[src/design/semu_pkg.sv]
`default_nettype none
// ----------------------------------------------------------------------------
// semu_pkg
// Shared types, status codes and sizes for the counting semaphore unit.
// ----------------------------------------------------------------------------
package semu_pkg;

   localparam int WAITER_SLOTS_DEF = 16;
   localparam int RESULT_LIMIT     = 16;
   localparam int WAKE_W           = $clog2(RESULT_LIMIT + 1);

   localparam logic [2:0] STATUS_GRANTED = 3'd0;
   localparam logic [2:0] STATUS_BLOCKED = 3'd1;
   localparam logic [2:0] STATUS_WOKEN   = 3'd2;
   localparam logic [2:0] STATUS_NOWAKE  = 3'd3;
   localparam logic [2:0] STATUS_FULL    = 3'd4;

   localparam logic OP_WAIT   = 1'b0;
   localparam logic OP_SIGNAL = 1'b1;

   typedef struct packed {
      logic        valid;
      logic [15:0] pid;
      logic [15:0] need;
   } entry_type;

   typedef enum logic [1:0] {
      ST_IDLE,
      ST_SCAN,
      ST_DONE
   } sm_state_type;

endpackage

`default_nettype wire

[src/design/semu_cell.sv]
`default_nettype none
// ----------------------------------------------------------------------------
// semu_cell
// One waiter slot of the rotating table; hands its entry to the next cell
// on every shift.
// ----------------------------------------------------------------------------
module semu_cell (
   input  wire logic                clock,
   input  wire logic                reset,
   input  wire logic                shift_en,
   input  wire semu_pkg::entry_type entry_in,
   output semu_pkg::entry_type      entry_out
);

   logic        valid_ff;
   logic [15:0] pid_ff;
   logic [15:0] need_ff;

   always_ff @(posedge clock) begin
      if (reset) begin
         valid_ff <= 1'b0;
      end else if (shift_en) begin
         valid_ff <= entry_in.valid;
      end
   end

   always_ff @(posedge clock) begin
      if (shift_en) begin
         pid_ff  <= entry_in.pid;
         need_ff <= entry_in.need;
      end
   end

   assign entry_out.valid = valid_ff;
   assign entry_out.pid   = pid_ff;
   assign entry_out.need  = need_ff;

endmodule

`default_nettype wire

[src/design/semu_ctrl.sv]
`default_nettype none
// ----------------------------------------------------------------------------
// semu_ctrl
// Request sequencer: grants waits, rotates the waiter ring once per blocked
// wait or signal, and emits result beats.
// ----------------------------------------------------------------------------
module semu_ctrl #(
   parameter int WAITER_SLOTS = semu_pkg::WAITER_SLOTS_DEF
) (
   input  wire logic                clock,
   input  wire logic                reset,
   input  wire logic                req_valid,
   output logic                     req_ready,
   input  wire logic                req_opcode,
   input  wire logic [15:0]         req_proc_id,
   input  wire logic [15:0]         req_amount,
   output logic                     rsp_valid,
   input  wire logic                rsp_ready,
   output logic [2:0]               rsp_status,
   output logic [15:0]              rsp_woken_id,
   output logic [31:0]              rsp_count_now,
   output logic                     rsp_last,
   input  wire semu_pkg::entry_type head_entry,
   output semu_pkg::entry_type      tail_entry,
   output logic                     shift_en
);

   localparam int STEP_W = (WAITER_SLOTS > 1) ? $clog2(WAITER_SLOTS) : 1;
   localparam int WAKE_W = semu_pkg::WAKE_W;

   semu_pkg::sm_state_type state_ff, state_in;

   logic [STEP_W-1:0] step_ff, step_in;
   logic              op_ff, op_in;
   logic [15:0]       pid_ff, pid_in;
   logic [15:0]       need_ff, need_in;
   logic [31:0]       count_ff, count_in;
   logic [WAKE_W-1:0] wake_cnt_ff, wake_cnt_in;
   logic              pend_valid_ff, pend_valid_in;
   logic [15:0]       pend_pid_ff, pend_pid_in;
   logic              ins_done_ff, ins_done_in;

   logic              rsp_valid_ff, rsp_valid_in;
   logic [2:0]        rsp_status_ff, rsp_status_in;
   logic [15:0]       rsp_pid_ff, rsp_pid_in;
   logic [31:0]       rsp_count_ff, rsp_count_in;
   logic              rsp_last_ff, rsp_last_in;

   logic              out_free;
   logic              req_fire;
   logic [15:0]       req_need;
   logic [32:0]       sum;
   logic [31:0]       sig_count;
   logic              grant;
   logic              match;
   logic              advance;
   logic              scan_end;
   logic              emit;

   assign out_free  = !rsp_valid_ff || rsp_ready;
   assign req_ready = (state_ff == semu_pkg::ST_IDLE) && out_free;
   assign req_fire  = req_valid && req_ready;
   assign req_need  = (req_amount == 16'd0) ? 16'd1 : req_amount;
   assign sum       = {1'b0, count_ff} + {17'd0, req_amount};
   assign sig_count = (req_amount == 16'd0) ? 32'd1 :
                      (sum[32] ? 32'hFFFF_FFFF : sum[31:0]);
   assign grant     = (count_ff >= {16'd0, req_need});
   assign match     = (op_ff == semu_pkg::OP_SIGNAL) && head_entry.valid &&
                      ({16'd0, head_entry.need} <= count_ff) &&
                      (wake_cnt_ff < WAKE_W'(semu_pkg::RESULT_LIMIT));
   assign advance   = !(match && pend_valid_ff) || out_free;
   assign scan_end  = (step_ff == STEP_W'(WAITER_SLOTS - 1));

   always_comb begin
      state_in = state_ff;
      case (state_ff)
         semu_pkg::ST_IDLE: begin
            if (req_fire && !(req_opcode == semu_pkg::OP_WAIT && grant)) begin
               state_in = semu_pkg::ST_SCAN;
            end
         end
         semu_pkg::ST_SCAN: begin
            if (advance && scan_end) begin
               state_in = semu_pkg::ST_DONE;
            end
         end
         semu_pkg::ST_DONE: begin
            if (out_free) begin
               state_in = semu_pkg::ST_IDLE;
            end
         end
         default: state_in = semu_pkg::ST_IDLE;
      endcase
   end

   always_comb begin
      step_in       = step_ff;
      op_in         = op_ff;
      pid_in        = pid_ff;
      need_in       = need_ff;
      count_in      = count_ff;
      wake_cnt_in   = wake_cnt_ff;
      pend_valid_in = pend_valid_ff;
      pend_pid_in   = pend_pid_ff;
      ins_done_in   = ins_done_ff;
      tail_entry    = head_entry;
      shift_en      = 1'b0;
      emit          = 1'b0;
      rsp_status_in = rsp_status_ff;
      rsp_pid_in    = rsp_pid_ff;
      rsp_count_in  = rsp_count_ff;
      rsp_last_in   = rsp_last_ff;
      case (state_ff)
         semu_pkg::ST_IDLE: begin
            if (req_fire) begin
               op_in         = req_opcode;
               pid_in        = req_proc_id;
               need_in       = req_need;
               step_in       = '0;
               wake_cnt_in   = '0;
               pend_valid_in = 1'b0;
               ins_done_in   = 1'b0;
               if (req_opcode == semu_pkg::OP_WAIT) begin
                  if (grant) begin
                     count_in      = count_ff - {16'd0, req_need};
                     emit          = 1'b1;
                     rsp_status_in = semu_pkg::STATUS_GRANTED;
                     rsp_pid_in    = req_proc_id;
                     rsp_count_in  = count_ff - {16'd0, req_need};
                     rsp_last_in   = 1'b1;
                  end
               end else begin
                  count_in = sig_count;
               end
            end
         end
         semu_pkg::ST_SCAN: begin
            if (advance) begin
               shift_en = 1'b1;
               step_in  = step_ff + 1'b1;
               if (op_ff == semu_pkg::OP_WAIT) begin
                  if (!head_entry.valid && !ins_done_ff) begin
                     tail_entry.valid = 1'b1;
                     tail_entry.pid   = pid_ff;
                     tail_entry.need  = need_ff;
                     ins_done_in      = 1'b1;
                  end
               end else if (match) begin
                  tail_entry.valid = 1'b0;
                  wake_cnt_in      = wake_cnt_ff + 1'b1;
                  pend_valid_in    = 1'b1;
                  pend_pid_in      = head_entry.pid;
                  if (pend_valid_ff) begin
                     emit          = 1'b1;
                     rsp_status_in = semu_pkg::STATUS_WOKEN;
                     rsp_pid_in    = pend_pid_ff;
                     rsp_count_in  = count_ff;
                     rsp_last_in   = 1'b0;
                  end
               end
            end
         end
         semu_pkg::ST_DONE: begin
            if (out_free) begin
               emit         = 1'b1;
               rsp_count_in = count_ff;
               rsp_last_in  = 1'b1;
               rsp_pid_in   = pid_ff;
               if (op_ff == semu_pkg::OP_WAIT) begin
                  rsp_status_in = ins_done_ff ? semu_pkg::STATUS_BLOCKED
                                              : semu_pkg::STATUS_FULL;
               end else if (pend_valid_ff) begin
                  rsp_status_in = semu_pkg::STATUS_WOKEN;
                  rsp_pid_in    = pend_pid_ff;
               end else begin
                  rsp_status_in = semu_pkg::STATUS_NOWAKE;
               end
            end
         end
         default: begin
            shift_en = 1'b0;
         end
      endcase
      rsp_valid_in = emit || (rsp_valid_ff && !rsp_ready);
   end

   always_ff @(posedge clock) begin
      if (reset) begin
         state_ff     <= semu_pkg::ST_IDLE;
         rsp_valid_ff <= 1'b0;
         count_ff     <= '0;
      end else begin
         state_ff     <= state_in;
         rsp_valid_ff <= rsp_valid_in;
         count_ff     <= count_in;
      end
   end

   always_ff @(posedge clock) begin
      step_ff       <= step_in;
      op_ff         <= op_in;
      pid_ff        <= pid_in;
      need_ff       <= need_in;
      wake_cnt_ff   <= wake_cnt_in;
      pend_valid_ff <= pend_valid_in;
      pend_pid_ff   <= pend_pid_in;
      ins_done_ff   <= ins_done_in;
      if (emit) begin
         rsp_status_ff <= rsp_status_in;
         rsp_pid_ff    <= rsp_pid_in;
         rsp_count_ff  <= rsp_count_in;
         rsp_last_ff   <= rsp_last_in;
      end
   end

   assign rsp_valid     = rsp_valid_ff;
   assign rsp_status    = rsp_status_ff;
   assign rsp_woken_id  = rsp_pid_ff;
   assign rsp_count_now = rsp_count_ff;
   assign rsp_last      = rsp_last_ff;

   a_wake_budget: assert property (@(posedge clock) disable iff (reset)
      (state_ff == semu_pkg::ST_SCAN) |->
         (wake_cnt_ff <= WAKE_W'(semu_pkg::RESULT_LIMIT)))
      else $error("wake budget exceeded");

   a_scan_beat: assert property (@(posedge clock) disable iff (reset)
      (state_ff == semu_pkg::ST_SCAN && rsp_valid_ff) |->
         (rsp_status_ff == semu_pkg::STATUS_WOKEN && !rsp_last_ff))
      else $error("non-wake or final beat during scan");

   a_scan_start: assert property (@(posedge clock) disable iff (reset)
      (state_ff == semu_pkg::ST_IDLE && state_in == semu_pkg::ST_SCAN) |=>
         (step_ff == '0 && !pend_valid_ff && !ins_done_ff))
      else $error("scan started with stale state");

   a_no_accept_busy: assert property (@(posedge clock) disable iff (reset)
      (state_ff != semu_pkg::ST_IDLE) |-> !req_ready)
      else $error("request accepted while busy");

endmodule

`default_nettype wire

[src/design/counting_semaphore_unit.sv]
`default_nettype none
// ----------------------------------------------------------------------------
// counting_semaphore_unit
// Counting semaphore with a bounded waiter table held in a rotating ring.
// ----------------------------------------------------------------------------
// A wait that the count covers is granted without a ring rotation. A wait
// that blocks and every signal rotate the waiter ring once, one slot a cycle
// unless stalled on rsp_ready; a signal emits one woken beat per released
// waiter (at most 16, in slot order) or one no-wake beat, with rsp_last on
// the final beat. The ring of per-slot cells is the only table storage and
// its rotation sets the rate.
// ----------------------------------------------------------------------------
module counting_semaphore_unit #(
   parameter int WAITER_SLOTS = semu_pkg::WAITER_SLOTS_DEF
) (
   input  wire logic        clock,
   input  wire logic        reset,
   input  wire logic        req_valid,
   output logic             req_ready,
   input  wire logic        req_opcode,
   input  wire logic [15:0] req_proc_id,
   input  wire logic [15:0] req_amount,
   output logic             rsp_valid,
   input  wire logic        rsp_ready,
   output logic [2:0]       rsp_status,
   output logic [15:0]      rsp_woken_id,
   output logic [31:0]      rsp_count_now,
   output logic             rsp_last
);

   semu_pkg::entry_type ring [WAITER_SLOTS];
   semu_pkg::entry_type tail_entry;
   logic                shift_en;

   semu_ctrl #(
      .WAITER_SLOTS(WAITER_SLOTS)
   ) u_ctrl (
      .clock        (clock),
      .reset        (reset),
      .req_valid    (req_valid),
      .req_ready    (req_ready),
      .req_opcode   (req_opcode),
      .req_proc_id  (req_proc_id),
      .req_amount   (req_amount),
      .rsp_valid    (rsp_valid),
      .rsp_ready    (rsp_ready),
      .rsp_status   (rsp_status),
      .rsp_woken_id (rsp_woken_id),
      .rsp_count_now(rsp_count_now),
      .rsp_last     (rsp_last),
      .head_entry   (ring[0]),
      .tail_entry   (tail_entry),
      .shift_en     (shift_en)
   );

   for (genvar k = 0; k < WAITER_SLOTS; k++) begin : g_cell
      semu_cell u_cell (
         .clock    (clock),
         .reset    (reset),
         .shift_en (shift_en),
         .entry_in ((k == WAITER_SLOTS - 1) ? tail_entry : ring[(k + 1) % WAITER_SLOTS]),
         .entry_out(ring[k])
      );
   end

endmodule

`default_nettype wire
[config.mk]
export PLATFORM = sky130hd
export DESIGN_NAME = counting_semaphore_unit
export DESIGN_NICKNAME = d
export VERILOG_FILES = /design/src/design/semu_pkg.sv /design/src/design/semu_cell.sv /design/src/design/semu_ctrl.sv /design/src/design/counting_semaphore_unit.sv
export SDC_FILE = /design/constraint.sdc
export NUM_CORES = 1
export LEC_CHECK = 0
export BUFFER_PORTS_ARGS = -buffer_cell sky130_fd_sc_hd__buf_2
export CAP_MARGIN = 20
export CELL_PAD_IN_SITES_DETAIL_PLACEMENT = 2
export CELL_PAD_IN_SITES_GLOBAL_PLACEMENT = 2
export CORE_MARGIN = 3
export CORE_UTILIZATION = 50
export DETAILED_ROUTE_END_ITERATION = 8
export GPL_TIMING_DRIVEN = 0
export PLACE_DENSITY_LB_ADDON = 0.1
export SETUP_SLACK_MARGIN = 0.02
export SYNTH_ARGS = -nofsm -noshare
export SYNTH_HDL_FRONTEND = slang
export SYNTH_HIERARCHICAL = 1
export SYNTH_SLANG_ARGS = --single-unit
[constraint.sdc]
create_clock -name clock -period 63.1 [get_ports clock]
set_input_delay 6.31 -clock clock [delete_from_list [all_inputs] [get_ports clock]]
set_output_delay 6.31 -clock clock [all_outputs]
set_load 0.05 [all_outputs]
==> summary.txt, run 1 <==
Synthesis
  – Synth Warn #: 6
  – Synth cell types: 72
  – Synth top area share: 73.84%
  – Syn_nets: 1626
  – Post-Synthesis Cells: 1532
  – Post-synth top flop: edfxtp_1
  – Syn avg cell area: 16.56 um2
  – #FFs+latches synth: 675
  – Register area share after synthesis: 77.87%
  – Cell taking the most area after synthesis: edfxtp_1
  – Area of the mapped netlist: 25380 um2
  – Post-synth EDFFs: 624
  – Synth area leaders: edfxtp_1, dfxtp_1, ha_1
  – FFs w/ async S/R, synth: 0%

Die
  – Die W: 231.3 um
  – Initial Util: 51.20%
  – Die H: 231.3 um
  – Io pins: 91
  – Row cnt: 81

Placement
  – GP Congestion: 0.8657
  – I/O Buffers: 90
  – DP HPWL: 64.11 mm
  – Placed cell count: 2311

Clock tree
  – Post_cts resized: 0
  – Postcts setup bufs: 0
  – Number of CTS-inserted buffers: 73
  – Hold Buf Count CTS: 0
  – Root buf cell: clkbuf_16
  – Clock Path Buffers: 3
  – H-Tree Depth: 3
  – Clk sinks: 675

Status
  – Halt point of the flow: 4_1_cts
  – Error: [ERROR DPL-0033] detailed placement checks failed during check placement.
  – Outcome: did not finish
-- cell families after synthesis --
group | share of synthesized area [%]
buffers and inverters | 2.426
and+or+nand+nor | 5.764
AOI/OAI and AO/OA | 7.002
muxes | 2.174
xor gates and xnor gates | 1.898
DFF | 77.87
adders and majority gates | 2.870
-- synth_stat cells (all sizes together) (5+ instances only) --
| cell | n |
|---|---|
| mux2i | 18 |
| nor4 | 15 |
| inv | 50 |
| and2 | 8 |
| ha | 55 |
| o21ai | 77 |
| buf | 27 |
| a221o | 17 |
| mux2 | 33 |
| o211ai | 17 |
| xnor2 | 23 |
| nor2 | 72 |
| nand3b | 5 |
| o22ai | 9 |
| or3 | 10 |
| a21oi | 65 |
| dfxtp | 51 |
| xor2 | 32 |
| o21a | 8 |
| nand4 | 11 |
| a21o | 14 |
| nand2 | 50 |
| o311ai | 5 |
| a211oi | 8 |
| nand3 | 27 |
| clkbuf | 64 |
| nor2b | 26 |
| edfxtp | 624 |
| or4 | 5 |
| nand2b | 12 |
| nor3 | 25 |
| a31oi | 7 |
-- metrics by stage --
step                      hold WS (ps)  setup slack, ps  instance area [um2]
after global placement           400.5            25540                26660
after floorplan                  400.3            32850                25380
after detailed placement         405.1            49770                27170
==> run 2, diff against run 1 <==
--- a/config.mk
+++ b/config.mk
@@ -7,14 +7,11 @@
 export LEC_CHECK = 0
 export BUFFER_PORTS_ARGS = -buffer_cell sky130_fd_sc_hd__buf_2
 export CAP_MARGIN = 20
-export CELL_PAD_IN_SITES_DETAIL_PLACEMENT = 2
-export CELL_PAD_IN_SITES_GLOBAL_PLACEMENT = 2
 export CORE_MARGIN = 3
-export CORE_UTILIZATION = 50
+export CORE_UTILIZATION = 40
 export DETAILED_ROUTE_END_ITERATION = 8
 export GPL_TIMING_DRIVEN = 0
-export PLACE_DENSITY_LB_ADDON = 0.1
-export SETUP_SLACK_MARGIN = 0.02
+export PLACE_DENSITY_LB_ADDON = 0.15
 export SYNTH_ARGS = -nofsm -noshare
 export SYNTH_HDL_FRONTEND = slang
 export SYNTH_HIERARCHICAL = 1
==> run 2 against run 1 <==
The flow now finishes without violations. Synthesized cell count did not move. Area after synthesis did not move.
==> summary.txt, run 2 <==
Setup path
  – Slowest-stage cell, CP: buf_2
  – CP bufs+invs: 2
  – Critical path capture point type: primary output
  – CP Data Arrival Time: 6980 ps
  – Crit-path max cell delay: 210 ps
  – Cell mode on critical path: buf_2
  – Critical path type: primary input to primary output
  – CP Cell Sequence: buf_2, nand2b_1, and2_1, buf_2
  – Required time of the critical path: 56790 ps
  – Type of origin of the critical path: primary input
  – Critical path fanouts, max: 4
  – R2r setup slk: 58080 ps
  – Delay-heaviest family, CP: simple AND/OR/NAND/NOR gates

STA
  – Clock skew: 29.96 ps
  – RSZ-0062 raised after global routing: no
  – Final setup violating endpoints: 0
  – Period utilisation layout: 21.07%
  – Final Hold Viols: 0
  – Rel. slew slack: 29.11%
  – Fin Hold WS: 408.0 ps
  – Worst-Margin Slew: 1061 ps
  – Max Slew Vio Count: 0
  – Max Clk Rate: 75.22 MHz
  – Final min period: 13290 ps
  – Setup_tns: 0 ps

Synthesis
  – Area of the mapped netlist: 25380 um2 (unchanged)
  – Syn_nets: 1626 (unchanged)
  – Post-synth EDFFs: 624 (unchanged)
  – Cell taking the most area after synthesis: edfxtp_1 (unchanged)
  – FFs w/ async S/R, synth: 0% (unchanged)
  – Synth area leaders: edfxtp_1, dfxtp_1, ha_1 (unchanged)
  – Most common cell in the netlist: edfxtp_1 (unchanged)
  – #FFs+latches synth: 675 (unchanged)
  – Post-Synthesis Cells: 1532 (unchanged)
  – Synth cell types: 72 (unchanged)
  – Commonest cells in the netlist: edfxtp_1, o21ai_0, nor2_1 (unchanged)
  – Register area share after synthesis: 77.87% (unchanged)
  – Synth Warn #: 6 (unchanged)
  – Synth top area share: 73.84% (unchanged)
  – Post-synth top flop: edfxtp_1 (unchanged)
  – Syn avg cell area: 16.56 um2 (unchanged)

Finish
  – Layout cell share with drive strength beyond 1: 16.39%
  – Commonest non-fill, non-tap cells in the layout: edfxtp_1, buf_2, clkbuf_1
  – Layout Cells excl Fill: 2614
  – Area Growth Syn to Fin: 17.34%
  – Most common cell after layout, fill and taps aside: edfxtp_1
  – Largest regs: g_cell.u_cell/need_ff: 256 flops, g_cell.u_cell/pid_ff: 256 flops
  – Layout Nets: 1819
  – Fin util: 47.81%

Detailed routing
  – Initial detailed-routing violation count: 1233
  – Vias per cell: 5.173
  – Final WL: 52.93 mm
  – Routed Antenna Nets: 0
  – Drc violations: 0
  – Via count: 13520
  – DRT Pass-1 Iters: 7
  – Drt wl/cell: 20.25 um

Clock tree
  – Clk_lat worst skew: 620 ps
  – Number of CTS-inserted buffers: 73 (unchanged)
  – TritonCTS clock tree: yes
  – Clk sinks: 675 (unchanged)
  – Post_cts resized: 0 (unchanged)
  – Hold Buf Count CTS: 0 (unchanged)
  – H-Tree Depth: 3 (unchanged)
  – Worst-path clk slew: 60 ps
  – Root buf cell: clkbuf_16 (unchanged)
  – Postcts setup bufs: 0 (unchanged)
  – Clock Path Buffers: 3 (unchanged)

Pwr
  – Tot Pwr: 1.636 mW
  – P_int: 1.092 mW
  – Flop pwr share: 45.6%
  – Pwr Density: 54.94 nW/um2
  – Worst vdd ir: 26.63 uV
  – Sw power: 544.1 uW
  – Pleak: 10.26 nW
  – Clock power share: 25.3%
  – Switching Fraction: 33.26%
  – Proportion of power drawn by combinational gates: 29.1%

Job
  – Maxcap violations: 0

Min path
  – Worst hold path class: flop to flop

Placement
  – I/O Buffers: 90 (unchanged)
  – Placed cell count: 2487 (was 2311)
  – GP Congestion: 0.9110 (was 0.8657)
  – DP HPWL: 34.62 mm (was 64.11 mm)

Global routing
  – Global-route usage over all layers: 16.01%
  – GR Util met3: 3.629%
  – Vias in the first global route: 13390
  – Initial antenna violation count: 5
  – Grt met2 use: 23.49%
  – Layer carrying the most global-route usage: met1
  – Largest net degree at the start of global routing: 39
  – First-pass GRT wire length: 81.44 mm
  – Grt ovf: 0
  – Met1 global-route usage: 23.78%

Die
  – Die Footprint: 66500 um2
  – Initial Util: 40.74% (was 51.20%)
  – Die H: 257.9 um (was 231.3 um)
  – Core footprint: 62280 um2
  – Row cnt: 91 (was 81)
  – Io pins: 91 (unchanged)
  – Die W: 257.9 um (was 231.3 um)

Status
  – Outcome: completed (was did not finish)
## run 2: cells by family (layout without fill, tap and decap cells)
| family | count (synthesis) | in the layout | share of synthesized area [%] |
|---|---|---|---|
| multiplexers | 51 | 51 | 2.174 |
| AO/OA/AOI/OAI | 269 | 269 | 7.002 |
| AND/OR/NAND/NOR | 284 | 284 | 5.764 |
| buffers and inverters | 141 | 385 | 2.426 |
| XOR/XNOR | 55 | 55 | 1.898 |
| flip-flops | 675 | 675 | 77.87 |
| other | 0 | 1 | 0 |
| adder cells (fa/ha/maj) | 57 | 57 | 2.870 |
## run 2: final timing paths
check,startpoint,end,depth (start not counted)
setup / recovery,rsp_ready,req_ready,4
hold / removal,g_cell[15].u_cell/need_ff[14],g_cell[14].u_cell/need_ff[14],0
setup reg to reg,u_ctrl/count_ff[25],g_cell[3].u_cell/pid_ff[8],16
hold reg to reg,g_cell[15].u_cell/need_ff[14],g_cell[14].u_cell/need_ff[14],0
## run 2: final cells by class
type | instances | area [um2]
multi-input cells | 716 | 5031
plain buffers | 91 | 427.9
inverters | 50 | 187.7
clock buffers | 88 | 1904
diodes | 1 | 2.502
well taps | 837 | 1047
fillers | 5316 | 32510
repair buffers | 118 | 983.4
flip-flops and latches | 675 | 19760
clock inverters | 38 | 431.7
## run 2: metal layers
| metal | up-vias | routed length [um] |
|---|---|---|
| li1 | 6248 | - |
| met3 | 108 | 2717 |
| met4 | 4 | 1371 |
| met2 | 329 | 23250 |
| met1 | 6834 | 25560 |
| met5 | - | 23 |
## run 2: metrics by stage
stage | instance area, um2 | setup slack (ps)
after global routing | 29770 | 49740
after floorplan | 25380 | 32850
after detailed placement | 27440 | 49790
final | 29770 | 49810
after global placement | 26870 | 24950
after CTS | 29770 | 49790
## run 2: worst reg2reg max path, cell delays in order (launching register included)
cell	delay [ps]
dfxtp_1	300
buf_6	130
or4_1	450
buf_2	190
or4_1	390
buf_2	180
nor4_4	360
o21ai_1	230
o2111a_1	390
nor2_4	460
buf_12	280
buf_12	220
buf_16	210
buf_16	200
buf_12	240
buf_12	240
buf_12	240
## run 2: power groups by stage
stage               clock network, mW  registers (mW)  logic, mW
floorplan                           0           0.891      0.280
global placement                    0           0.905      0.452
detailed placement                  0           0.753      0.479
CTS                             0.428           0.748      0.481
global route                    0.447           0.760      0.521
finish                          0.413           0.746      0.476
Note: power is estimated with default switching activity, not from simulation.
